`config.mk`:
```
export PLATFORM = sky130hd
export DESIGN_NAME = frame_struct_reassembler
export DESIGN_NICKNAME = d
export VERILOG_FILES = /design/src/hdl/frs_pkg.sv /design/src/hdl/frame_struct_reassembler.sv /design/src/hdl/frs_front.sv /design/src/hdl/frs_queue.sv /design/src/hdl/frs_back.sv
export SDC_FILE = /design/constraint.sdc
export NUM_CORES = 1
export LEC_CHECK = 0
export BUFFER_PORTS_ARGS = -buffer_cell sky130_fd_sc_hd__buf_2
export CORE_MARGIN = 3
export CORE_UTILIZATION = 50
export CTS_CLUSTER_DIAMETER = 60
export DETAILED_ROUTE_END_ITERATION = 6
export HOLD_SLACK_MARGIN = 0.08
export PLACE_DENSITY = 0.72
export SLEW_MARGIN = 20
export SYNTH_ARGS = -nofsm -noshare
export SYNTH_HDL_FRONTEND = slang
export SYNTH_SLANG_ARGS = --single-unit
```
`constraint.sdc`:
```
create_clock -name i_clk -period 9.64 [get_ports i_clk]
set_clock_uncertainty 0.15 [all_clocks]
set_input_delay 0.482 -clock i_clk [delete_from_list [all_inputs] [get_ports i_clk]]
set_output_delay 0.482 -clock i_clk [all_outputs]
set_load 0.05 [all_outputs]
```
`src/hdl/frs_pkg.sv`:
```
// frs_pkg: shared types and constants for the frame record reassembler.
// Used by frs_front, frs_queue, frs_back and frame_struct_reassembler.
package frs_pkg;

    localparam int unsigned NUM_IDS_DEF   = 8;
    localparam int unsigned FRAME_BYTES   = 8;
    localparam int unsigned PAYLOAD_MAX   = 7;
    localparam int unsigned BYTE_W        = 8;
    localparam int unsigned ID_W          = 3;
    localparam int unsigned LEN_W         = 8;
    localparam int unsigned CNT_W         = 3;
    localparam int unsigned KIND_W        = 2;
    localparam int unsigned CFG_ADDR_W    = 1;
    localparam int unsigned CFG_DATA_W    = 64;
    localparam int unsigned IN_DATA_W     = FRAME_BYTES * BYTE_W;
    localparam int unsigned OUT_DATA_W    = 72;

    // configuration register indexes
    localparam logic [CFG_ADDR_W-1:0] CFG_HEADER_CODE = 1'b0;
    localparam logic [CFG_ADDR_W-1:0] CFG_SIZE_TABLE  = 1'b1;

    // result kind reported on the output channel
    typedef enum logic [KIND_W-1:0] {
        KIND_HEADER  = 2'd0,
        KIND_PAYLOAD = 2'd1,
        KIND_IGNORED = 2'd2
    } t_kind;

    // frame class decided by the front end
    typedef enum logic [1:0] {
        CLS_START = 2'd0,   // header with a valid id
        CLS_DROP  = 2'd1,   // header with an id out of range
        CLS_DATA  = 2'd2    // anything else: candidate payload
    } t_cls;

    typedef logic [PAYLOAD_MAX-1:0][BYTE_W-1:0] t_bytes;

    // classified frame held in the queue
    typedef struct packed {
        t_cls              cls;
        logic [ID_W-1:0]   id;
        logic [LEN_W-1:0]  len;
        t_bytes            bytes;
    } t_cmd;

endpackage

```
`src/hdl/frame_struct_reassembler.sv`:
```
// frame_struct_reassembler: top level of the frame record reassembler.
// Instantiates frs_front, frs_queue and frs_back; depends on frs_pkg.
//
// Usage:
//   Frames of eight bytes enter on the slave stream (i_s_*), byte0 in the
//   lowest bits of i_s_tdata. A frame whose byte0 matches the header code
//   starts a record whose length comes from the packed size table; other
//   frames deliver up to seven payload bytes until the record is full.
//   Every frame yields exactly one result item on the master stream (o_m_*):
//   tuser carries the kind (header, payload, ignored), tlast marks the item
//   that completed the record, tdata the id, offset, count and bytes. The
//   consumer keeps the partial record and commits it on tlast.
//   Configuration (header code, size table) is written through i_cfg_* while
//   the stream is idle; each write takes effect at the next clock.
// Timing:
//   One item per cycle sustained while i_m_tready stays high. The front end
//   classifies a frame combinationally in its accept cycle, the frame is then
//   registered in a two-entry queue, and the back end updates the record state
//   and loads the output register together when it pops the frame.
// Reset and stalls:
//   Synchronous active-low reset clears configuration and record state and
//   empties the queue and output register. When the receiver holds tready
//   low, the result holds, the queue fills, then o_s_tready drops.
module frame_struct_reassembler #(
    parameter int unsigned NUM_IDS = frs_pkg::NUM_IDS_DEF
) (
    input  logic                               i_clk,
    input  logic                               i_rst_n,
    // configuration write port
    input  logic                               i_cfg_we,
    input  logic [frs_pkg::CFG_ADDR_W-1:0]     i_cfg_addr,
    input  logic [frs_pkg::CFG_DATA_W-1:0]     i_cfg_wdata,
    // input frames
    input  logic                               i_s_tvalid,
    output logic                               o_s_tready,
    // byte0[7:0], byte1 .. byte7 upward, 8 bits each
    input  logic [frs_pkg::IN_DATA_W-1:0]      i_s_tdata,
    // result items
    output logic                               o_m_tvalid,
    input  logic                               i_m_tready,
    // record_id[2:0], offset[10:3], count[13:11], out1..out7 from bit 14 up, zero pad
    output logic [frs_pkg::OUT_DATA_W-1:0]     o_m_tdata,
    // kind[1:0]
    output logic [frs_pkg::KIND_W-1:0]         o_m_tuser,
    // done_res
    output logic                               o_m_tlast
);

    localparam int unsigned PAD_W = frs_pkg::OUT_DATA_W - frs_pkg::ID_W - frs_pkg::LEN_W
                                    - frs_pkg::CNT_W - frs_pkg::PAYLOAD_MAX * frs_pkg::BYTE_W;

    frs_pkg::t_cmd              front_cmd;
    frs_pkg::t_cmd              head_cmd;
    logic                       q_ready;
    logic                       q_valid;
    logic                       push;
    logic                       pop;

    frs_pkg::t_kind             res_kind;
    logic [frs_pkg::ID_W-1:0]   res_id;
    logic [frs_pkg::LEN_W-1:0]  res_offset;
    logic [frs_pkg::CNT_W-1:0]  res_count;
    frs_pkg::t_bytes            res_bytes;

    // accept a frame whenever the queue has a free entry
    assign o_s_tready = q_ready;
    assign push       = i_s_tvalid && q_ready;

    frs_front #(
        .NUM_IDS (NUM_IDS)
    ) u_front (
        .i_clk       (i_clk),
        .i_rst_n     (i_rst_n),
        .i_cfg_we    (i_cfg_we),
        .i_cfg_addr  (i_cfg_addr),
        .i_cfg_wdata (i_cfg_wdata),
        .i_frame     (i_s_tdata),
        .o_cmd       (front_cmd)
    );

    frs_queue u_queue (
        .i_clk   (i_clk),
        .i_rst_n (i_rst_n),
        .i_push  (push),
        .i_cmd   (front_cmd),
        .o_ready (q_ready),
        .i_pop   (pop),
        .o_valid (q_valid),
        .o_cmd   (head_cmd)
    );

    frs_back u_back (
        .i_clk       (i_clk),
        .i_rst_n     (i_rst_n),
        .i_cmd_valid (q_valid),
        .i_cmd       (head_cmd),
        .o_cmd_pop   (pop),
        .o_valid     (o_m_tvalid),
        .i_ready     (i_m_tready),
        .o_kind      (res_kind),
        .o_id        (res_id),
        .o_offset    (res_offset),
        .o_count     (res_count),
        .o_bytes     (res_bytes),
        .o_done      (o_m_tlast)
    );

    // pack the result; out1 sits just above count
    assign o_m_tdata = {{PAD_W{1'b0}}, res_bytes, res_count, res_offset, res_id};
    assign o_m_tuser = res_kind;

endmodule

```
`src/hdl/frs_front.sv`:
```
// frs_front: configuration registers and frame classification.
// Depends on frs_pkg.
module frs_front #(
    parameter int unsigned NUM_IDS = frs_pkg::NUM_IDS_DEF
) (
    input  logic                                i_clk,
    input  logic                                i_rst_n,
    input  logic                                i_cfg_we,
    input  logic [frs_pkg::CFG_ADDR_W-1:0]      i_cfg_addr,
    input  logic [frs_pkg::CFG_DATA_W-1:0]      i_cfg_wdata,
    input  logic [frs_pkg::IN_DATA_W-1:0]       i_frame,
    output frs_pkg::t_cmd                       o_cmd
);

    logic [frs_pkg::BYTE_W-1:0]     r_header_code;
    logic [frs_pkg::CFG_DATA_W-1:0] r_size_table;

    logic [frs_pkg::BYTE_W-1:0]     byte0;
    logic [frs_pkg::BYTE_W-1:0]     byte1;
    logic                           is_header;
    logic                           id_ok;

    always_ff @(posedge i_clk) begin
        if (!i_rst_n) begin
            r_header_code <= '0;
            r_size_table  <= '0;
        end else if (i_cfg_we) begin
            case (i_cfg_addr)
                frs_pkg::CFG_HEADER_CODE: r_header_code <= i_cfg_wdata[frs_pkg::BYTE_W-1:0];
                frs_pkg::CFG_SIZE_TABLE:  r_size_table  <= i_cfg_wdata;
                default: ;
            endcase
        end
    end

    assign byte0     = i_frame[frs_pkg::BYTE_W-1:0];
    assign byte1     = i_frame[2*frs_pkg::BYTE_W-1:frs_pkg::BYTE_W];
    assign is_header = (byte0 == r_header_code);
    assign id_ok     = (byte1 < frs_pkg::BYTE_W'(NUM_IDS));

    always_comb begin
        o_cmd.id    = byte1[frs_pkg::ID_W-1:0];
        o_cmd.len   = r_size_table[{o_cmd.id, 3'b000} +: frs_pkg::LEN_W];
        o_cmd.bytes = i_frame[frs_pkg::IN_DATA_W-1:frs_pkg::BYTE_W];
        if (!is_header) begin
            o_cmd.cls = frs_pkg::CLS_DATA;
        end else if (id_ok) begin
            o_cmd.cls = frs_pkg::CLS_START;
        end else begin
            o_cmd.cls = frs_pkg::CLS_DROP;
        end
    end

endmodule

```
`src/hdl/frs_queue.sv`:
```
// frs_queue: two-entry queue of classified frames between front and back.
// Depends on frs_pkg.
module frs_queue (
    input  logic          i_clk,
    input  logic          i_rst_n,
    input  logic          i_push,
    input  frs_pkg::t_cmd i_cmd,
    output logic          o_ready,
    input  logic          i_pop,
    output logic          o_valid,
    output frs_pkg::t_cmd o_cmd
);

    frs_pkg::t_cmd r_head;
    frs_pkg::t_cmd r_tail;
    logic          r_head_v;
    logic          r_tail_v;

    always_ff @(posedge i_clk) begin
        if (!i_rst_n) begin
            r_head_v <= 1'b0;
            r_tail_v <= 1'b0;
        end else if (i_pop) begin
            if (r_tail_v) begin
                r_head_v <= 1'b1;
                r_tail_v <= i_push;
            end else begin
                r_head_v <= i_push;
            end
        end else if (i_push) begin
            if (r_head_v) begin
                r_tail_v <= 1'b1;
            end else begin
                r_head_v <= 1'b1;
            end
        end
    end

    always_ff @(posedge i_clk) begin
        if (i_pop) begin
            if (r_tail_v) begin
                r_head <= r_tail;
                if (i_push) begin
                    r_tail <= i_cmd;
                end
            end else if (i_push) begin
                r_head <= i_cmd;
            end
        end else if (i_push) begin
            if (r_head_v) begin
                r_tail <= i_cmd;
            end else begin
                r_head <= i_cmd;
            end
        end
    end

    assign o_ready = !r_tail_v;
    assign o_valid = r_head_v;
    assign o_cmd   = r_head;

endmodule

```
`src/hdl/frs_back.sv`:
```
// frs_back: record state and result register; executes classified frames.
// Depends on frs_pkg.
module frs_back (
    input  logic                          i_clk,
    input  logic                          i_rst_n,
    input  logic                          i_cmd_valid,
    input  frs_pkg::t_cmd                 i_cmd,
    output logic                          o_cmd_pop,
    output logic                          o_valid,
    input  logic                          i_ready,
    output frs_pkg::t_kind                o_kind,
    output logic [frs_pkg::ID_W-1:0]      o_id,
    output logic [frs_pkg::LEN_W-1:0]     o_offset,
    output logic [frs_pkg::CNT_W-1:0]     o_count,
    output frs_pkg::t_bytes               o_bytes,
    output logic                          o_done
);

    logic [frs_pkg::ID_W-1:0]  r_active_id;
    logic [frs_pkg::LEN_W-1:0] r_exp_len;
    logic [frs_pkg::LEN_W-1:0] r_rcv_len;

    logic                      r_out_v;
    frs_pkg::t_kind            r_kind;
    logic [frs_pkg::ID_W-1:0]  r_id;
    logic [frs_pkg::LEN_W-1:0] r_offset;
    logic [frs_pkg::CNT_W-1:0] r_count;
    frs_pkg::t_bytes           r_bytes;
    logic                      r_done;

    logic                      slot_free;
    logic [frs_pkg::LEN_W-1:0] missing;
    logic [frs_pkg::CNT_W-1:0] take_cnt;
    logic [frs_pkg::LEN_W-1:0] n_rcv_len;
    frs_pkg::t_bytes           masked;
    logic                      is_data;

    assign slot_free = !r_out_v || i_ready;
    assign o_cmd_pop = i_cmd_valid && slot_free;

    assign missing   = r_exp_len - r_rcv_len;
    assign take_cnt  = (missing < frs_pkg::LEN_W'(frs_pkg::PAYLOAD_MAX))
                       ? missing[frs_pkg::CNT_W-1:0] : frs_pkg::CNT_W'(frs_pkg::PAYLOAD_MAX);
    assign n_rcv_len = r_rcv_len + frs_pkg::LEN_W'(take_cnt);
    assign is_data   = (i_cmd.cls == frs_pkg::CLS_DATA) && (r_rcv_len != r_exp_len);

    always_comb begin
        for (int i = 0; i < frs_pkg::PAYLOAD_MAX; i++) begin
            masked[i] = (frs_pkg::CNT_W'(i) < take_cnt) ? i_cmd.bytes[i] : '0;
        end
    end

    // record state and output valid
    always_ff @(posedge i_clk) begin
        if (!i_rst_n) begin
            r_active_id <= '0;
            r_exp_len   <= '0;
            r_rcv_len   <= '0;
            r_out_v     <= 1'b0;
        end else begin
            if (o_cmd_pop) begin
                r_out_v <= 1'b1;
                if (i_cmd.cls == frs_pkg::CLS_START) begin
                    r_active_id <= i_cmd.id;
                    r_exp_len   <= i_cmd.len;
                    r_rcv_len   <= '0;
                end else if (is_data) begin
                    r_rcv_len <= n_rcv_len;
                end
            end else if (i_ready) begin
                r_out_v <= 1'b0;
            end
        end
    end

    // result payload
    always_ff @(posedge i_clk) begin
        if (o_cmd_pop) begin
            if (i_cmd.cls == frs_pkg::CLS_START) begin
                r_kind   <= frs_pkg::KIND_HEADER;
                r_id     <= i_cmd.id;
                r_offset <= '0;
                r_count  <= '0;
                r_bytes  <= '0;
                r_done   <= 1'b0;
            end else if (is_data) begin
                r_kind   <= frs_pkg::KIND_PAYLOAD;
                r_id     <= r_active_id;
                r_offset <= r_rcv_len;
                r_count  <= take_cnt;
                r_bytes  <= masked;
                r_done   <= (n_rcv_len == r_exp_len);
            end else begin
                r_kind   <= frs_pkg::KIND_IGNORED;
                r_id     <= r_active_id;
                r_offset <= r_rcv_len;
                r_count  <= '0;
                r_bytes  <= '0;
                r_done   <= 1'b0;
            end
        end
    end

    assign o_valid  = r_out_v;
    assign o_kind   = r_kind;
    assign o_id     = r_id;
    assign o_offset = r_offset;
    assign o_count  = r_count;
    assign o_bytes  = r_bytes;
    assign o_done   = r_done;

    // received count never passes the expected length
    a_rcv_bound: assert property (@(posedge i_clk) disable iff (!i_rst_n)
        r_rcv_len <= r_exp_len)
        else $error("received length beyond expected length");

    // only payload results carry bytes or completion
    a_cnt_kind: assert property (@(posedge i_clk) disable iff (!i_rst_n)
        (r_out_v && r_kind != frs_pkg::KIND_PAYLOAD) |-> (r_count == '0 && !r_done))
        else $error("non-payload result carries data");

    // a started record restarts the byte count
    a_start_clear: assert property (@(posedge i_clk) disable iff (!i_rst_n)
        (o_cmd_pop && i_cmd.cls == frs_pkg::CLS_START) |=> (r_rcv_len == '0))
        else $error("header did not clear received length");

    // a payload result advances the count by exactly the bytes delivered
    a_rcv_step: assert property (@(posedge i_clk) disable iff (!i_rst_n)
        (o_cmd_pop && is_data) |=>
            (r_rcv_len == r_offset + frs_pkg::LEN_W'(r_count)))
        else $error("received length out of step with result");

endmodule

```
# Yosys cells after proc, flatten, opt, wreduce, memory -nomap -nowiden
# Cells that the tools add are included.
[word_totals]
ff_bits = 305
in_bits = 134
out_inout_bits = 77
wordCells = 120
[op_classes]
addsub = 2
order_cmp = 9
eq_ne = 7
shift = 1
muxes = 25
bitwise = 9
reduce_logical = 27
[ops]
columns = ["operator", "n"]
rows = [
  ["69-bit two-way mux", 9],
  ["64-bit by 7-bit indexed part select with 8-bit output", 1],
  ["3-bit OR reduction", 7],
  ["8-bit equality test", 2],
  ["8-bit two-way mux", 2],
  ["1-bit two-way mux", 10],
  ["2-bit AND reduction", 5],
  ["2-bit nonzero test", 5],
  ["3-bit less-than comparator, first input constant", 3],
  ["1-bit inverter", 9],
  ["8-bit by 3-bit adder with 8-bit output", 1],
  ["8-bit by 3-bit less-than comparator with 1-bit output, second input constant", 1],
  ["8-bit by 4-bit less-than comparator with 1-bit output, second input constant", 1],
  ["8-bit != test", 1],
  ["8-bit subtractor", 1],
  ["1-bit by 3-bit less-than comparator with 1-bit output, first input constant", 2],
  ["2-bit by 3-bit less-than comparator with 1-bit output, first input constant", 2],
  ["3-bit two-way mux", 2],
  ["2-bit two-way mux", 2],
  ["2-bit by 1-bit != test with 1-bit output, second input constant", 2],
  ["4-bit AND reduction", 1],
  ["1-bit logical AND", 3],
  ["3-bit AND reduction", 1],
  ["2-bit equality test, second input constant", 1],
  ["5 further kinds", 6],
]

# Longest topological paths before layout
[logic_depth]
ltp_word = 6
mapped_depth = 17
depth_no_buf = 16

# By module
# A second synthesis with hierarchy kept.
[hier_totals]
cells_unflattened = 1059
area_unflattened_um2 = 13711.9
[modules_own_cells]
columns = ["mod", "n_inst", "cells_per_inst", "area_per_inst_um2", "seq_area_each_um2"]
rows = [
  ["frs_queue", 1, 228, 5447.7, 4184.0],
  ["frs_back", 1, 421, 4508.1, 2592.5],
  ["frs_front", 1, 406, 3731.1, 1441.4],
  ["frame_struct_reassembler", 1, 4, 25.0, 0.0],
]

# Worst setup path after synthesis
# OpenSTA, ideal clock, no wires.
[synth_path]
kind = "register -> register"
from = "register u_queue.r_tail_v"
to = "register u_queue.r_head (netlist bit u_queue.o_cmd[0]), enable pin"
setup_ns = 0.591
t_arrival_ns = 5.580
required_time_ns = 8.899
path_slack_ns = 3.319
path_stages_with_launch = 4
path_buffers = 0
period_less_slack_ns = 6.321
path_cell_list = "dfxtp_1 -> inv_1 -> nand2_1 -> a21boi_0"
[synth_via]
elab_chain_cells = 4
elab_cells_between_ends = 5
cone_classes = "reduce/logical (5)"
[synth_lines]
columns = ["item", "line_no", "source"]
rows = [
  ["from (decl)", "frs_queue.sv:17", "logic r_tail_v;"],
  ["from (signal assigned)", "frs_queue.sv:26", "r_tail_v <= i_push;"],
  ["1-bit zero test *", "frs_queue.sv:58", "assign o_ready = !r_tail_v;"],
  ["net o_s_tready", "frame_struct_reassembler.sv:35", "output logic o_s_tready,"],
  ["1-bit logical AND *", "frame_struct_reassembler.sv:67", "assign push = i_s_tvalid && q_ready;"],
  ["2-bit nonzero test (no line)", "n/a", ""],
  ["3-bit AND reduction (no line) *", "n/a", ""],
  ["to (signal assigned)", "frs_queue.sv:42", "r_head <= r_tail;"],
  ["to (signal assigned)", "frs_queue.sv:47", "r_head <= i_cmd;"],
  ["to (signal assigned)", "frs_queue.sv:53", "r_head <= i_cmd;"],
  ["to (decl)", "frs_queue.sv:14", "frs_pkg::t_cmd r_head;"],
]
# The timed path passes the listed nets; every way through them passes the cells marked *.
# A chain may end at the register's enable or synchronous reset.

# Worst setup path after layout
[layout_path]
from = "register u_back.r_rcv_len[5] (netlist bit)"
to = "register u_back.r_done, in the netlist u_back.o_done (data pin)"
[layout_via]
elab_chain_cells = 5
elab_cells_between_ends = 9
cone_classes = "add/sub (2); order compare (1); eq/ne (2); mux (1); bitwise (1); reduce/logical (2)"
[layout_lines]
columns = ["item", "line_no", "source"]
rows = [
  ["from (decl)", "frs_back.sv:21", "logic [frs_pkg::LEN_W-1:0] r_rcv_len;"],
  ["from (signal assigned)", "frs_back.sv:68", "r_rcv_len <= n_rcv_len;"],
  ["8-bit subtractor", "frs_back.sv:41", "assign missing = r_exp_len - r_rcv_len;"],
  ["8-bit by 3-bit less-than comparator with 1-bit output", "frs_back.sv:42", "assign take_cnt = (missing < frs_pkg::LEN_W'(frs_pkg::PAYLOAD_MAX))"],
  ["3-bit two-way mux", "frs_back.sv:43", "? missing[frs_pkg::CNT_W-1:0] : frs_pkg::CNT_W'(frs_pkg::PAYLOAD_MAX);"],
  ["net u_back.take_cnt (one bit)", "frs_back.sv:33", "logic [frs_pkg::CNT_W-1:0] take_cnt;"],
  ["8-bit by 3-bit adder with 8-bit output", "frs_back.sv:44", "assign n_rcv_len = r_rcv_len + frs_pkg::LEN_W'(take_cnt);"],
  ["8-bit equality test", "frs_back.sv:92", "r_done <= (n_rcv_len == r_exp_len);"],
  ["to (signal assigned)", "frs_back.sv:92", ""],
  ["to (decl)", "frs_back.sv:29", "logic r_done;"],
]
# The timed path passes the listed nets, and every way through them passes these cells.

==> summary.md <==
| Metric | Value |
|---|---|
| F_max | `0.2044 GHz` |
| Status | `complete, no violations` |
| Tightest Hold Check Type | `in2reg` |
| # DRC | `0` |
| Initial core utilization | `0.5143` |
| Largest net degree at the start of global routing | `between 90 and 100` |
| Post-CTS sizing | `0` |
| Startpoint Class | `flop` |
| Clock Pin Slew Worst Setup and Hold Paths | `0.06 ns` |
| Sequential share of the synthesized area | `0.6579` |
| Die width | `162.3 um` |
| DR vias | `around 8600` |
| Leakage power total | `around 0.006 uW` |
| Layout cells sized above 1 | `0.2813` |
| Die H | `162.3 um` |
| Synth area leader | `edfxtp_1` |
| Final Slew Violations | `0` |
| CTS root buf | `clkbuf_16` |
| Power Density | `between 150 and 200 nW/um2` |
| Crit Path Max Fanout | `63` |
| Max-slew headroom | `0.3135` |
| RSZ-0062 raised after global routing | `false` |
| Dominant synthesized flop cell | `edfxtp_1` |
| All-Layer GR Usage | `0.2121` |
| Initial antenna violation count | `0` |
| Core area | `between 20000 and 25000 um2` |
| YS warnings | `0` |
| CTS buffer count | `30` |
| Count leader, synth | `nand2_1` |
| Post-Syn Area | `about 12000 um2` |
| Hold-fix buffers at CTS | `~120` |
| DR vias/cell | `5.249` |
| Yosys cell types | `between 40 and 50` |
| Grt total ovfl | `0` |
| Post-Layout Inst Area | `15670 um2` |
| Post-synth EDFFs | `205` |
| CP max-delay cell | `nor4_1` |
| # port buffers | `around 210` |
| Io pins | `approximately 210` |
| Max Cap Viol | `0` |
| Iter 0 DRT Violations | `approximately 640` |
| CP cell instances | `inv_1 > ha_1 > nand4_1 > a21oi_1 > or4_4 > a2111oi_4 > buf_4 > nand2_1 > ha_1 > a211oi_1 > nor4_1 > nand3_1 > o311ai_0 > o21a_1` |
| DP Area | `~13000 um2` |
| Synth top cells by count | `nand2_1, edfxtp_1, a21oi_1` |
| Std-Cell Rows | `56` |
| CTS tree | `done` |
| Antenna Nets Post-Route | `0` |
| Worst VDD drop | `around 0.00012 V` |
| Min Clock Period, post-route | `a little under 5 ns` |
| First-pass GRT wire length | `about 45 mm` |
| Final wirelength | `28.50 mm` |
| Final Setup Violations | `0` |
| Seq cells post-synth | `about 300` |
| Yosys top cell area share | `0.5039` |
| Crit-path most repeated cell | `ha_1` |
| Hold_ws | `about 0.16 ns` |
| Measured slew at the worst slew-check pin | `approximately 1.0 ns` |
| Endpoint type of the worst setup path | `flop` |
| HPWL after detailed placement | `about 16 mm` |
| Async SR Flop Fraction | `0` |
| Average cell area after synthesis | `between 10 and 15 um2` |
| Via count of the first global-routing pass | `between 8000 and 9000` |
| H-tree level count | `1` |
| Die Area | `26340 um2` |
| Largest cells by area after synthesis | `edfxtp_1, dfxtp_1, mux2_2` |
| Fin nets | `roughly 1400` |
| 1st-pass router iterations | `5` |
| Critical Path RT | `~10 ns` |
| Ant. Diodes | `0` |
| Clock latency on the worst-skew pair | `between 0.5 and 0.6 ns` |
| Largest stage delay, worst path | `slightly above 0.7 ns` |
| Cell count after synthesis | `979` |
| Clock Path Buffers | `3` |
| Crit path kind | `reg2reg` |
| Area delta synth->final | `28.27%` |
| Final GP Congestion | `between 0.8 and 0.9` |
| Fin. Hold Viols | `0` |
| Setup_tns | `0 ns` |
| Post-CTS setup buffer count | `0` |
| DR WL/cell | `between 15 and 20 um` |
| Final period util | `0.5074` |
| Clk sinks | `299` |
| Arr. time, crit path | `5.16 ns` |
| Final total power | `between 2000 and 3000 uW` |
[logic make-up (layout without fill, tap and decap cells)]
kind of cell,Yosys count,count (layout),share of synthesized area
other,1,2,0.0003070
AOI/OAI and AO/OA,169,169,0.07774
buffers and inverters,73,405,0.02714
adders and majority gates,12,12,0.01352
muxes,104,104,0.1095
and+or+nand+nor,300,300,0.09883
xor gates and xnor gates,21,21,0.01506
DFF,299,299,0.6579
[path summary, 6_finish.rpt]
| path | from | end | slack (ns) | cells past startpoint |
|---|---|---|---|---|
| worst max register to register | u_back.r_rcv_len[5]$_SDFFE_PN0P_ | u_back.o_done$_SDFFCE_PP0P_ | 4.75 | 14 |
| worst max-delay path | u_back.r_rcv_len[5]$_SDFFE_PN0P_ | u_back.o_done$_SDFFCE_PP0P_ | 4.75 | 14 |
| worst min register to register | u_front.r_size_table[15]$_SDFFE_PN0P_ | u_front.r_size_table[15]$_SDFFE_PN0P_ | 0.30 | 2 |
| worst min-delay path | i_rst_n | u_back.r_rcv_len[2]$_SDFFE_PN0P_ | 0.16 | 3 |
[registers in the layout, indices dropped and copies added (netlist names)]
signal	cells
u_back.o_bytes	56
u_back.o_count	3
u_back.o_done	1
u_back.o_id	3
u_back.o_kind	2
u_back.o_offset	8
u_back.o_valid	1
u_back.r_active_id	3
u_back.r_exp_len	8
u_back.r_rcv_len	8
u_front.r_header_code	8
u_front.r_size_table	64
u_queue.o_cmd	66
u_queue.o_valid	1
u_queue.r_tail	66
u_queue.r_tail_v	1
[routing by layer]
metal,vias to the layer above,global-route usage,share of wire
met3,52,0.04081,0.063
met1,4075,0.2762,0.41
li1,4123,-,-
met4,0,0.05933,0.024
met5,-,0,0
met2,311,0.3647,0.50
[per-stage QoR]
stage / util / std cells / worst slack, ns
floorplan: - / 980 / 3.319
global placement: 0.5676 / 1457 / 4.871
detailed placement: 0.5676 / 1457 / 4.802
CTS: 0.6595 / 1631 / 4.761
global route: 0.6597 / 1631 / 4.363
finish: 0.6597 / 1631 / 4.748
[report_power, final]
part,internal [uW],switching [uW],total (uW)
sequential,1420,16.4,1430
clock,678,486,1160
combinational,92.6,127,219
total,2190,629,2820
[cell usage in the layout, fill, tap and decap left out, types with 4 or more instances in the layout]
master / count
nor3_1: 7
xnor2_1: 7
ha_1: 10
buf_2: 208
mux2i_1: 11
inv_1: 12
o21ai_0: 5
o21a_1: 4
nor2b_1: 5
a21oi_1: 135
bufinv_16: 4
clkinv_1: 10
mux4_2: 16
buf_4: 9
o32ai_1: 5
dfxtp_1: 94
edfxtp_1: 205
mux2_2: 77
clkbuf_16: 30
nor4_1: 4
nor2_1: 37
nand2_1: 226
dlygate4sd3_1: 118
xor2_1: 14
clkinv_2: 5
[worst max-delay path: cells and delay by family (launching register included)]
family | cells | cell delay, ns
and+or+nand+nor | 5 | 1.73
AOI/OAI and AO/OA | 5 | 1.02
buffers and inverters | 2 | 0.75
adders and majority gates | 2 | 0.72
DFF | 1 | 0.40
[area by class of cell]
class                   count  area, um2
fillers                  1739       8083
well taps                 319      399.1
multi-input cells         608       3889
flip-flops and latches    299       8038
clock buffers              30      750.7
clock inverters            26      250.2
inverters                  14      53.80
repair buffers            335       2290
Note: power is estimated with default switching activity, not from simulation.
